[config.mk]
export PLATFORM = sky130hd
export DESIGN_NAME = awv_index
export DESIGN_NICKNAME = d
export VERILOG_FILES = /design/src/hw/rtl/awv_pkg.sv /design/src/hw/rtl/awv_index.sv
export SDC_FILE = /design/constraint.sdc
export NUM_CORES = 2
export LEC_CHECK = 0
export BUFFER_PORTS_ARGS = -buffer_cell sky130_fd_sc_hd__buf_4
export CAP_MARGIN = 10
export CELL_PAD_IN_SITES_DETAIL_PLACEMENT = 1
export CELL_PAD_IN_SITES_GLOBAL_PLACEMENT = 1
export CORE_MARGIN = 2
export CORE_UTILIZATION = 50
export CTS_CLUSTER_DIAMETER = 150
export CTS_CLUSTER_SIZE = 20
export DETAILED_ROUTE_END_ITERATION = 10
export GPL_TIMING_DRIVEN = 0
export MAX_ROUTING_LAYER = met4
export PLACE_DENSITY_LB_ADDON = 0.1
export SYNTH_ARGS = -nofsm -noshare
export SYNTH_HDL_FRONTEND = slang
export SYNTH_SLANG_ARGS = --single-unit
[constraint.sdc]
create_clock -name i_clk -period 18 [get_ports i_clk]
set_input_delay 3.6 -clock i_clk [delete_from_list [all_inputs] [get_ports i_clk]]
set_output_delay 3.6 -clock i_clk [all_outputs]
set_load 0.005 [all_outputs]
[src/hw/rtl/awv_pkg.sv]
// ============================================================================
// awv_pkg: shared types and constants of the enveloped wavetable voice
// Field widths, configuration register codes, reset values and the
// segment flags that travel down the gain pipeline.
// ============================================================================
package awv_pkg;

    localparam int ENV_W      = 24;
    localparam int PHASE_W    = 32;
    localparam int SCALE_W    = 32;
    localparam int SAMPLE_W   = 16;
    localparam int TIDX_W     = 12;
    localparam int TLEN_W     = 13;
    localparam int GAIN_W     = 17;
    localparam int PROD_W     = PHASE_W + SCALE_W;
    localparam int FRAC_W     = 24;
    localparam int POS_W      = PROD_W - FRAC_W;
    localparam int MULT_W     = SAMPLE_W + GAIN_W + 1;
    localparam int CFG_ADDR_W = 3;
    localparam int CFG_DATA_W = 32;

    // Register stages of the divide and modulo units.
    localparam int DIV_STAGES = 10;

    localparam logic [GAIN_W-1:0]  GAIN_ONE  = 17'h10000;
    localparam logic [GAIN_W-1:0]  GAIN_HALF = 17'h08000;

    localparam logic [ENV_W-1:0]   DECAY_RESET   = 24'd1000;
    localparam logic [ENV_W-1:0]   SUSTAIN_RESET = 24'd2000;
    localparam logic [ENV_W-1:0]   RLS_RESET     = 24'd10000;
    localparam logic [ENV_W-1:0]   FINISH_RESET  = 24'd12000;
    localparam logic [SCALE_W-1:0] STEP_RESET    = 32'd65536;
    localparam int                 TLEN_RESET    = 4096;

    typedef enum logic {
        CMD_WRITE  = 1'b0,
        CMD_RENDER = 1'b1
    } t_cmd;

    typedef enum logic [CFG_ADDR_W-1:0] {
        CFG_DECAY   = 3'd0,
        CFG_SUSTAIN = 3'd1,
        CFG_RLS     = 3'd2,
        CFG_FINISH  = 3'd3,
        CFG_STEP    = 3'd4,
        CFG_TLEN    = 3'd5
    } t_cfg_reg;

    typedef struct packed {
        logic [ENV_W-1:0] decay_pt;
        logic [ENV_W-1:0] sustain_pt;
        logic [ENV_W-1:0] rls_pt;
        logic [ENV_W-1:0] finish_pt;
    } t_env_cfg;

    typedef struct packed {
        logic silent;   // past the finish point
        logic full;     // zero-length attack, gain is one
        logic half;     // decay or sustain, quotient rides on one half
    } t_seg;

endpackage

[src/hw/rtl/awv_index.sv]
// ============================================================================
// awv_index: table index pipeline
// Multiplies phase by the step scale, keeps the integer part and reduces it
// modulo the table length with a pipelined restoring remainder.
// ============================================================================
module awv_index #(
    parameter int TABLE_DEPTH = 4096
) (
    input  logic                                i_clk,
    input  logic                                i_en,
    input  logic [awv_pkg::PHASE_W-1:0]         i_phase,
    input  logic [awv_pkg::SCALE_W-1:0]         i_step,
    input  logic [$clog2(TABLE_DEPTH + 1)-1:0]  i_len,
    output logic [$clog2(TABLE_DEPTH)-1:0]      o_addr
);

    localparam int NST   = awv_pkg::DIV_STAGES;
    localparam int LW    = $clog2(TABLE_DEPTH + 1);
    localparam int AW    = $clog2(TABLE_DEPTH);
    localparam int POS_W = awv_pkg::POS_W;
    localparam int PER   = (POS_W + NST - 1) / NST;

    logic [awv_pkg::PROD_W-1:0] w_prod;
    logic [POS_W-1:0]           r_pos [0:NST-1];
    logic [LW-1:0]              r_rem [0:NST];

    assign w_prod = awv_pkg::PROD_W'(i_phase) * awv_pkg::PROD_W'(i_step);

    always_ff @(posedge i_clk) begin
        if (i_en) begin
            r_pos[0] <= w_prod[awv_pkg::PROD_W-1:awv_pkg::FRAC_W];
            r_rem[0] <= '0;
        end
    end

    // Each stage brings down PER dividend bits, most significant first.
    for (genvar s = 1; s <= NST; s++) begin : g_stage
        logic [POS_W-1:0] n_pos;
        logic [LW-1:0]    n_rem;
        logic [LW:0]      trial;

        always_comb begin
            n_pos = r_pos[s-1];
            n_rem = r_rem[s-1];
            trial = '0;
            for (int k = 0; k < PER; k++) begin
                if ((s - 1) * PER + k < POS_W) begin
                    trial = {n_rem, n_pos[POS_W-1]};
                    n_pos = {n_pos[POS_W-2:0], 1'b0};
                    if (trial >= {1'b0, i_len}) begin
                        n_rem = LW'(trial - {1'b0, i_len});
                    end else begin
                        n_rem = trial[LW-1:0];
                    end
                end
            end
        end

        always_ff @(posedge i_clk) begin
            if (i_en) begin
                r_rem[s] <= n_rem;
            end
        end

        if (s < NST) begin : g_carry
            always_ff @(posedge i_clk) begin
                if (i_en) begin
                    r_pos[s] <= n_pos;
                end
            end
        end
    end

    assign o_addr = AW'(r_rem[NST]);

endmodule

==> metrics.md <==
| Metric | Value |
|---|---|
| Status | `completed` |
| Port Buffers | `90` |
| Initial Utilization | `50.2%` |
| CTS Hold Buffers Added | `0` |
| Setup TNS | `0 ps` |
| Die Height | `381 um` |
| Slowest CP cell | `buf_4` |
| Crit path max fanout | `42` |
| F_max | `58.8 MHz` |
| Post-CTS Setup Bufs | `0` |
| Max incr delay on CP | `850 ps` |
| Post-route ant nets | `0` |
| # rows | `138` |
| Number of enable flip-flop cells after synthesis | `349` |
| Drt total wl | `236 mm` |
| IO Count | `91` |
| Max Cap Violations | `0` |
| Vias in the first global route | `63400` |
| Hold_sp | `r_pos[1][11]` |
| Wire length per cell | `23.7 um` |
| CP required | `18280 ps` |
| Clock Skew | `28.6 ps` |
| Slew Limit Fails | `0` |
| TritonCTS Sinks | `349` |
| Syn Nets | `9742` |
| Final Hold Vio Count | `0` |
| RePlAce Congestion | `0.960` |
| Global-route usage over all layers | `33.4%` |
| Drt initial violations | `3738` |
| Synthesized cell area | `71000 um^2` |
| First-pass GRT wire length | `367 mm` |
| Die Area | `145000 um^2` |
| RSZ-0062 raised after global routing | `no` |
| Placed insts | `9948` |
| Die width | `381 um` |
| Worst reg2reg path endpoint | `r_rem[5][3]` |
| Crit start category | `primary input` |
| Final std cells w/o fill | `9976` |
| Number of synthesized register bits | `349` |
| CTS Buf Count | `21` |
| Share of layout cells above drive strength 1 | `5.10%` |
| Nets | `9864` |
| Post-CTS Resized | `0` |
| CORE AREA | `141000 um^2` |
| Mean Syn Cell Area | `8.92 um^2` |
| Crit end category | `flip-flop` |
| Most frequently used flop master after synthesis | `edfxtp_1` |
| Worst skew pair latency | `590 ps` |
| Fraction of the cycle the final worst path needs | `94.4%` |
| Area growth syn-to-layout | `5.44%` |
| R2R depth | `46` |
| Post-synth cell types | `99` |
| Via count | `59000` |
| Min Tclk post-route | `17000 ps` |
| WP data arrival | `17280 ps` |
| Filler Cell Count | `16800` |
| Least-Margin Pin Slew | `1280 ps` |
| DR vias/cell | `5.92` |
| Rel. slew slack | `14.5%` |
| Final hold slack | `402 ps` |
| Clock root cell | `clkbuf_16` |
| Cell repeated most along the worst path | `o21ai_0` |
| Type of the most critical hold path | `flip-flop to flip-flop` |
| Crit Path Category | `primary input to flip-flop` |
| Worst Hold Path EP | `r_pos[2][15]` |
| Initial antenna violation count | `2` |
| Htree depth | `1` |
| First-pass iteration count of the detailed router | `5` |
| Clock buffer depth | `3` |
| DRC | `0` |
| DPL Wire Length | `193 mm` |
| Largest net degree at the start of global routing | `129` |
| Reg2reg start | `r_pos[4][39]` |
| Commonest non-fill, non-tap cell in the layout | `inv_1` |
| Clock transition at the registers of the reported paths | `100 ps` |
| Most frequent cells in the layout | `inv_1, nand2_1, fa_1, ha_1, a21oi_1` |
| CTS tree | `built` |
| Post-Syn Instances | `7960` |
| Post-synth ARST share | `0%` |
| Grt ovf | `0` |
| Sequential element share of the synthesized area | `14.8%` |
| WHS Path Cells | `0` |
| Final Setup Violations | `0` |
| Warning count from the yosys run | `0` |
| Reg2reg setup slack | `4970 ps` |
[cell families (layout without fill, tap and decap cells)]
group	Yosys count	after routing	share of synthesized area [%]
other cells	0	3	0
simple gates	2366	2366	15.5
buf+inv	1497	1620	7.98
flops	349	349	14.8
fa+ha+maj	1703	1703	39.9
compound gates	1397	1397	13.1
mux	259	259	4.00
xor+xnor	389	389	4.80
[cell usage after synthesis (29+ instances only)]
library cell / instances / area, um^2
nand3_1: 72 / 360
a21o_1: 131 / 983
a31oi_1: 36 / 225
mux2_2: 191 / 2150
and2_1: 240 / 1500
o31a_1: 34 / 298
clkbuf_1: 257 / 965
o21a_1: 87 / 653
and3_1: 39 / 244
nor3_1: 111 / 556
nor2b_1: 95 / 594
mux2i_1: 65 / 651
o21bai_1: 32 / 240
xnor2_1: 234 / 2050
xor2_1: 155 / 1360
fa_1: 934 / 18700
o21ai_0: 295 / 1480
o221ai_1: 34 / 298
or3_1: 42 / 263
nand2b_1: 84 / 526
o211ai_1: 35 / 263
nand4_1: 97 / 607
a221o_1: 35 / 350
a21oi_1: 378 / 1890
edfxtp_1: 349 / 10500
a21boi_0: 29 / 218
inv_1: 1216 / 4560
nor2_1: 358 / 1340
o31ai_1: 35 / 263
nand2_1: 1132 / 4250
a211oi_1: 45 / 338
ha_1: 769 / 9620
[critical path, delay by kind of cell]
kind            cells  cell delay (ps)
buf+inv             8             3420
fa+ha+maj           4             1670
mux                 1              210
compound gates     21             6000
simple gates       10             2190
[per-stage QoR]
stage | setup WS [ps] | area [um^2] | utilization (%)
3_3_place_gp | -581 | 74000 | 52.4
4_1_cts | 1110 | 74800 | 53.0
3_5_place_dp | 542 | 74300 | 52.6
5_1_grt | 144 | 74800 | 53.0
6_report | 1000 | 74800 | 53.0
2_1_floorplan | 3820 | 71000 | -
[per-layer routing]
layer / vias up / track usage (%) / share of wire, %
li1: 26800 / - / -
met1: 30100 / 40.9 / 41
met2: 1637 / 56.6 / 49
met3: 466 / 2.88 / 5.2
met4: 0 / 14.4 / 5.2
met5: - / - / 0
[worst max path at each step]
stage / start / to / slack (ps) / cells past startpoint
after floorplan: i_len[2] / r_rem[4][2] / 3820 / 43
after CTS: i_len[1] / r_rem[4][2] / 1110 / 44
after global placement: i_len[1] / r_rem[4][3] / -580 / 44
after detailed placement: i_len[1] / r_rem[4][2] / 540 / 44
final: i_len[1] / r_rem[4][2] / 1000 / 44
after global routing: i_len[1] / r_rem[5][3] / 140 / 45
[cell type report]
class | count | area [um^2] | area share [%]
plain buffers | 281 | 1100 | 1.47
multi-input cells | 6114 | 54800 | 73.3
repair buffers | 99 | 908 | 1.21
flip-flops and latches | 349 | 10500 | 14.0
well taps | 1890 | 2360 | 3.16
clock buffers | 22 | 529 | 0.707
clock inverters | 2 | 20.0 | 0.0268
diodes | 3 | 7.51 | 0.0100
inverters | 1216 | 4590 | 6.14
[state kept, by name (all words and copies together) (netlist names)]
signal	flops
r_pos	220
r_rem	129
Power is not shown: default switching activity piles up to over one toggle a cycle in this logic, so the estimate is an artifact.
