$ cat src/hw/rtl/awv_pkg.sv
// ============================================================================
// awv_pkg: shared types and constants of the enveloped wavetable voice
// Field widths, configuration register codes, reset values and the
// segment flags that travel down the gain pipeline.
// ============================================================================
package awv_pkg;

    localparam int ENV_W      = 24;
    localparam int PHASE_W    = 32;
    localparam int SCALE_W    = 32;
    localparam int SAMPLE_W   = 16;
    localparam int TIDX_W     = 12;
    localparam int TLEN_W     = 13;
    localparam int GAIN_W     = 17;
    localparam int PROD_W     = PHASE_W + SCALE_W;
    localparam int FRAC_W     = 24;
    localparam int POS_W      = PROD_W - FRAC_W;
    localparam int MULT_W     = SAMPLE_W + GAIN_W + 1;
    localparam int CFG_ADDR_W = 3;
    localparam int CFG_DATA_W = 32;

    // Register stages of the divide and modulo units.
    localparam int DIV_STAGES = 10;

    localparam logic [GAIN_W-1:0]  GAIN_ONE  = 17'h10000;
    localparam logic [GAIN_W-1:0]  GAIN_HALF = 17'h08000;

    localparam logic [ENV_W-1:0]   DECAY_RESET   = 24'd1000;
    localparam logic [ENV_W-1:0]   SUSTAIN_RESET = 24'd2000;
    localparam logic [ENV_W-1:0]   RLS_RESET     = 24'd10000;
    localparam logic [ENV_W-1:0]   FINISH_RESET  = 24'd12000;
    localparam logic [SCALE_W-1:0] STEP_RESET    = 32'd65536;
    localparam int                 TLEN_RESET    = 4096;

    typedef enum logic {
        CMD_WRITE  = 1'b0,
        CMD_RENDER = 1'b1
    } t_cmd;

    typedef enum logic [CFG_ADDR_W-1:0] {
        CFG_DECAY   = 3'd0,
        CFG_SUSTAIN = 3'd1,
        CFG_RLS     = 3'd2,
        CFG_FINISH  = 3'd3,
        CFG_STEP    = 3'd4,
        CFG_TLEN    = 3'd5
    } t_cfg_reg;

    typedef struct packed {
        logic [ENV_W-1:0] decay_pt;
        logic [ENV_W-1:0] sustain_pt;
        logic [ENV_W-1:0] rls_pt;
        logic [ENV_W-1:0] finish_pt;
    } t_env_cfg;

    typedef struct packed {
        logic silent;   // past the finish point
        logic full;     // zero-length attack, gain is one
        logic half;     // decay or sustain, quotient rides on one half
    } t_seg;

endpackage

$ cat src/hw/rtl/awv_gain.sv
// ============================================================================
// awv_gain: envelope gain pipeline
// Picks the envelope segment, then divides the segment offset by the
// segment length in a pipelined restoring divider to form a Q1.16 gain.
// ============================================================================
module awv_gain (
    input  logic                          i_clk,
    input  logic                          i_en,
    input  logic [awv_pkg::ENV_W-1:0]     i_env,
    input  awv_pkg::t_env_cfg             i_cfg,
    output logic [awv_pkg::GAIN_W-1:0]    o_gain,
    output logic                          o_silent
);

    localparam int NST = awv_pkg::DIV_STAGES;
    localparam int EW  = awv_pkg::ENV_W;
    localparam int GW  = awv_pkg::GAIN_W;
    localparam int PER = (GW + NST - 1) / NST;

    logic [EW-1:0]   w_num;
    logic [EW-1:0]   w_den;
    logic            w_sh16;
    awv_pkg::t_seg   w_seg;
    logic [EW-1:0]   w_rem0;
    logic [GW-1:0]   w_feed0;

    logic [EW-1:0]   r_rem  [0:NST];
    logic [GW-1:0]   r_q    [0:NST];
    awv_pkg::t_seg   r_seg  [0:NST];
    logic [GW-1:0]   r_feed [0:NST-1];
    logic [EW-1:0]   r_den  [0:NST-1];

    // Segment select. Sustain and silence use a zero offset over a full
    // length so the divider yields zero.
    always_comb begin
        w_num  = '0;
        w_den  = '1;
        w_sh16 = 1'b0;
        w_seg  = '0;
        if (i_env > i_cfg.finish_pt) begin
            w_seg.silent = 1'b1;
        end else if (i_env > i_cfg.rls_pt) begin
            w_num = i_cfg.finish_pt - i_env;
            w_den = i_cfg.finish_pt - i_cfg.rls_pt;
        end else if (i_env > i_cfg.sustain_pt) begin
            w_seg.half = 1'b1;
        end else if (i_env > i_cfg.decay_pt) begin
            w_seg.half = 1'b1;
            w_num = i_cfg.sustain_pt - i_env;
            w_den = i_cfg.sustain_pt - i_cfg.decay_pt;
        end else begin
            w_sh16     = 1'b1;
            w_seg.full = (i_cfg.decay_pt == '0);
            w_num      = i_env;
            w_den      = i_cfg.decay_pt;
        end
    end

    // The offset never exceeds the length, so the upper dividend bits already
    // form a remainder below the divisor and only GW quotient bits remain.
    always_comb begin
        if (w_sh16) begin
            w_rem0  = {1'b0, w_num[EW-1:1]};
            w_feed0 = {w_num[0], {(GW-1){1'b0}}};
        end else begin
            w_rem0  = {2'b00, w_num[EW-1:2]};
            w_feed0 = {w_num[1:0], {(GW-2){1'b0}}};
        end
    end

    always_ff @(posedge i_clk) begin
        if (i_en) begin
            r_rem[0]  <= w_rem0;
            r_q[0]    <= '0;
            r_seg[0]  <= w_seg;
            r_feed[0] <= w_feed0;
            r_den[0]  <= w_den;
        end
    end

    for (genvar s = 1; s <= NST; s++) begin : g_stage
        logic [EW-1:0] n_rem;
        logic [GW-1:0] n_q;
        logic [GW-1:0] n_feed;
        logic [EW:0]   trial;

        always_comb begin
            n_rem  = r_rem[s-1];
            n_q    = r_q[s-1];
            n_feed = r_feed[s-1];
            trial  = '0;
            for (int k = 0; k < PER; k++) begin
                if ((s - 1) * PER + k < GW) begin
                    trial  = {n_rem, n_feed[GW-1]};
                    n_feed = {n_feed[GW-2:0], 1'b0};
                    if (trial >= {1'b0, r_den[s-1]}) begin
                        n_rem = EW'(trial - {1'b0, r_den[s-1]});
                        n_q   = {n_q[GW-2:0], 1'b1};
                    end else begin
                        n_rem = trial[EW-1:0];
                        n_q   = {n_q[GW-2:0], 1'b0};
                    end
                end
            end
        end

        always_ff @(posedge i_clk) begin
            if (i_en) begin
                r_rem[s] <= n_rem;
                r_q[s]   <= n_q;
                r_seg[s] <= r_seg[s-1];
            end
        end

        if (s < NST) begin : g_carry
            always_ff @(posedge i_clk) begin
                if (i_en) begin
                    r_feed[s] <= n_feed;
                    r_den[s]  <= r_den[s-1];
                end
            end
        end
    end

    always_comb begin
        if (r_seg[NST].silent) begin
            o_gain = '0;
        end else if (r_seg[NST].full) begin
            o_gain = awv_pkg::GAIN_ONE;
        end else if (r_seg[NST].half) begin
            o_gain = GW'(awv_pkg::GAIN_HALF + r_q[NST]);
        end else begin
            o_gain = r_q[NST];
        end
    end

    assign o_silent = r_seg[NST].silent;

endmodule

$ cat config.mk
export PLATFORM = sky130hd
export DESIGN_NAME = awv_gain
export DESIGN_NICKNAME = d
export VERILOG_FILES = /design/src/hw/rtl/awv_pkg.sv /design/src/hw/rtl/awv_gain.sv
export SDC_FILE = /design/constraint.sdc
export NUM_CORES = 2
export LEC_CHECK = 0
export BUFFER_PORTS_ARGS = -buffer_cell sky130_fd_sc_hd__buf_2
export CAP_MARGIN = 25
export CORE_UTILIZATION = 40
export CTS_CLUSTER_SIZE = 24
export DETAILED_ROUTE_END_ITERATION = 8
export GPL_TIMING_DRIVEN = 0
export SLEW_MARGIN = 20
export SYNTH_ARGS = -nofsm -noshare
export SYNTH_HDL_FRONTEND = slang
export SYNTH_SLANG_ARGS = --single-unit
$ cat constraint.sdc
create_clock -name i_clk -period 5.7 [get_ports i_clk]
set_input_delay 0.57 -clock i_clk [delete_from_list [all_inputs] [get_ports i_clk]]
set_output_delay 0.57 -clock i_clk [all_outputs]
set_load 0.01 [all_outputs]
==> results by group <==
Route
  • Total Routed Length: approximately 140,000 um
  • Via Count: 38,329
  • DRT Pass-1 Iters: 5
  • Residual DRC count: 0
  • Drt first-iter violations: 2,427
  • Wire per inst: 19.7 um
  • Vias per inst: 5.60
  • ANT nets after route: 0

STA
  • Pins Over Slew Limit: 0
  • Unrepaired setup endpoints after global routing: yes
  • Slew @ Worst Pin: 1.05 ns
  • Worst slew margin: 29.1%
  • Final setup vio count: 1
  • Clock Skews: roughly 0.062 ns
  • Final Hold Fails: 0
  • Final period util: 102%
  • Setup WS post-layout: -0.116 ns
  • Max Clock Freq: about 170 MHz
  • Min Tclk post-route: 5.82 ns

Layout
  • Sequential cell area: between 15,000 and 20,000 um2
  • Most frequent cells in the layout: edfxtp_1 (572), ha_1 (454), inv_1 (374)
  • Net count, final: 5,940
  • Fin util: 48.5%
  • Layout area overhead: 19.9%
  • Finished Layout Cells: 6,843
  • Commonest non-fill, non-tap cell in the layout: edfxtp_1
  • Combined area of the multi-input logic cells: 30,400 um2
  • Layout cells sized above 1: approximately 20%
  • Fin area: ~57,000 um2
  • Fillers: between 10,000 and 15,000

Hold path
  • Min-Delay Path Class: input port to flip-flop
  • Hold Crit Start: i_en

Synth
  • Sequential share of the synthesized area: about 36%
  • Asr flop ratio synth: 0%
  • Syn Inst Count: between 4,000 and 5,000
  • Number of synthesized flops with an enable pin: 572
  • Post-synth cell types: 90
  • Flops & latches, synth: 572
  • Synth Cell Area: 47,200 um2
  • Main synth FF type: edfxtp_1
  • Ys Warns: 0
  • Syn nets: roughly 5,500
  • Mean Syn Cell Area: 9.72 um2

Global route
  • First-pass GRT wire length: 204,000 um
  • Grt ovf: 0
  • Via count of the first global-routing pass: between 30,000 and 40,000
  • Largest net degree at the start of global routing: slightly above 100
  • Initial antenna violation count: 3
  • GRT Total Usage: 21.7%

Status
  • Status: finished, violations left
  • Failing checks: negative setup slack

CTS
  • H-tree depth: 3
  • Num Clock Sinks: 572
  • Worst-skew pair later-pin latency: 0.66 ns
  • CTS root buf: clkbuf_16
  • CTS tree: done
  • CTS Buf Count: 70
  • Clock transition at path regs: roughly 0.060 ns
  • Max clock buf depth: 3

Critical path
  • Data required time of the worst path: slightly above 6 ns
  • Max stage delay on crit path: 0.65 ns
  • Critical-path cell list: inv_2, ha_4, a21o_1, or3_4, a211oi_4, o21ai_2, o21bai_4, a311o_2, buf_6, buf_6, clkinvlp_4, nor2_1, ha_1, nor2b_4, o31a_1, o21a_1, nor2_4, o21ai_2, o21a_2, o2111ai_4, nand2_2, or2_0, a222oi_1
  • Worst R2R Start: r_den[7][20]$_DFFE_PP_
  • Critical path startpoint category: flip-flop
  • CP Max Fanout: 5
  • Crit path kind: flip-flop to flip-flop
  • Worst setup path start: r_den[7][20]$_DFFE_PP_
  • Slowest CP cell: a222oi_1
  • CP endpoint kind: flip-flop
  • Worst EP arrival: 6.18 ns

Placed design
  • Post-DP Area: 50,000 um2
  • Placed insts: 6,528
  • Post-DP HPWL: 104,000 um
  • RePlAce Congestion: slightly above 0.9
  • # port buffers: between 100 and 150

Job
  • Max Cap Violations: 0

Die
  • Chip height: about 350 um
  • Ports: 140
  • Starting Density: 40.5%
  • Std-Cell Rows: 125
  • Chip Width: 346 um
  • Die Area: 119,000 um2
  • Core area: approximately 120,000 um2
critical path: cells and delay by family (launching register included):
family | cells | cell delay, ns
AOI/OAI and AO/OA | 11 | 3.01
adders and majority gates | 2 | 0.51
buffers and inverters | 4 | 0.51
DFF | 1 | 0.44
and+or+nand+nor | 6 | 1.04
cell type report:
type | instances | area share [%]
Timing Repair Buffer | 347 | 4.61
Clock buffer | 80 | 3.16
Buffer | 74 | 1.30
Tap cell | 1524 | 3.37
Clock inverter | 47 | 0.888
Sequential cell | 572 | 30.3
Inverter | 399 | 2.67
Antenna cell | 1 | 0.00442
Multi-Input combinational cell | 3799 | 53.7
registers in the layout, summed over array words and instances, names as in the netlist:
name	cells
r_seg	33
r_den	216
r_q	106
r_rem	215
r_feed	2
routing by layer:
metal	GRT usage, %	vias up	part of all wire, %
met5	0	-	0
met4	7.52	0	3.5
met3	3.35	234	4.9
met2	36.2	879	47
met1	28.4	18330	45
li1	-	18886	-
Yosys cell counts (13+ instances only):
master       n  area share, %
mux2_4      18           0.57
a21boi_0    17           0.27
o211ai_1    25           0.40
a21o_1     223            3.5
clkbuf_1    61           0.48
nand2b_1    62           0.82
fa_1        13           0.55
o31a_1      22           0.41
o21ai_0    267            2.8
mux2i_1     20           0.42
xnor2_1    256            4.7
o22ai_1     22           0.29
nor3_1      80           0.85
a211o_1     15           0.28
and4_1      17           0.32
nand2_1    302            2.4
o31ai_1     30           0.48
buf_2       15           0.16
nand4_1     62           0.82
a31oi_1     49           0.65
xor2_1     132            2.4
ha_1       542             14
a21oi_1    408            4.3
nand3_1     86           0.91
nor4_1      22           0.29
o21a_1      86            1.4
inv_1      396            3.1
and3_1      34           0.45
mux2_2     200            4.8
nor2_1     357            2.8
nor2b_1     54           0.72
or2_2       18           0.24
and2_1      40           0.53
or3_1       30           0.40
o21bai_1    47           0.75
o2111ai_1   14           0.26
a211oi_1    43           0.68
edfxtp_1   572             36
path summary, 6_finish.rpt:
kind         slack, ns                    end  cells after the start
max reg2reg      -0.12  r_rem[8][1]$_DFFE_PP_                     23
max              -0.12  r_rem[8][1]$_DFFE_PP_                     23
min               0.35   r_q[10][7]$_DFFE_PP_                      1
min reg2reg       0.36    r_q[4][5]$_DFFE_PP_                      0
stage by stage:
step	setup TNS (ns)	hold WS (ns)	setup WS, ns
global route	-8.35	0.335	-0.276
finish	-0.116	0.350	-0.116
global placement	-2953.21	0.401	-4.86
detailed placement	-251.78	0.405	-2.04
CTS	-3.36	0.324	-0.167
floorplan	0	0.400	0.00162
logic make-up after synthesis:
kind of cell	Yosys count	share of synthesized area, %
compound gates	1412	19.4
xor+xnor	388	7.19
fa+ha+maj	555	14.9
buf+inv	488	4.00
flops	572	36.4
mux	247	5.98
simple gates	1197	12.1
repair_timing:
item                                    4_1_cts  5_1_grt
pin swaps                                    77      106
gates resized for setup                     330      299
hold buffers                                  0        0
hold endpoints to repair                      0        0
gates cloned                                  5        2
setup buffers                               111       88
endpoints found under the setup margin      199      196
Power is not shown: default switching activity piles up to over one toggle a cycle in this logic, so the estimate is an artifact.
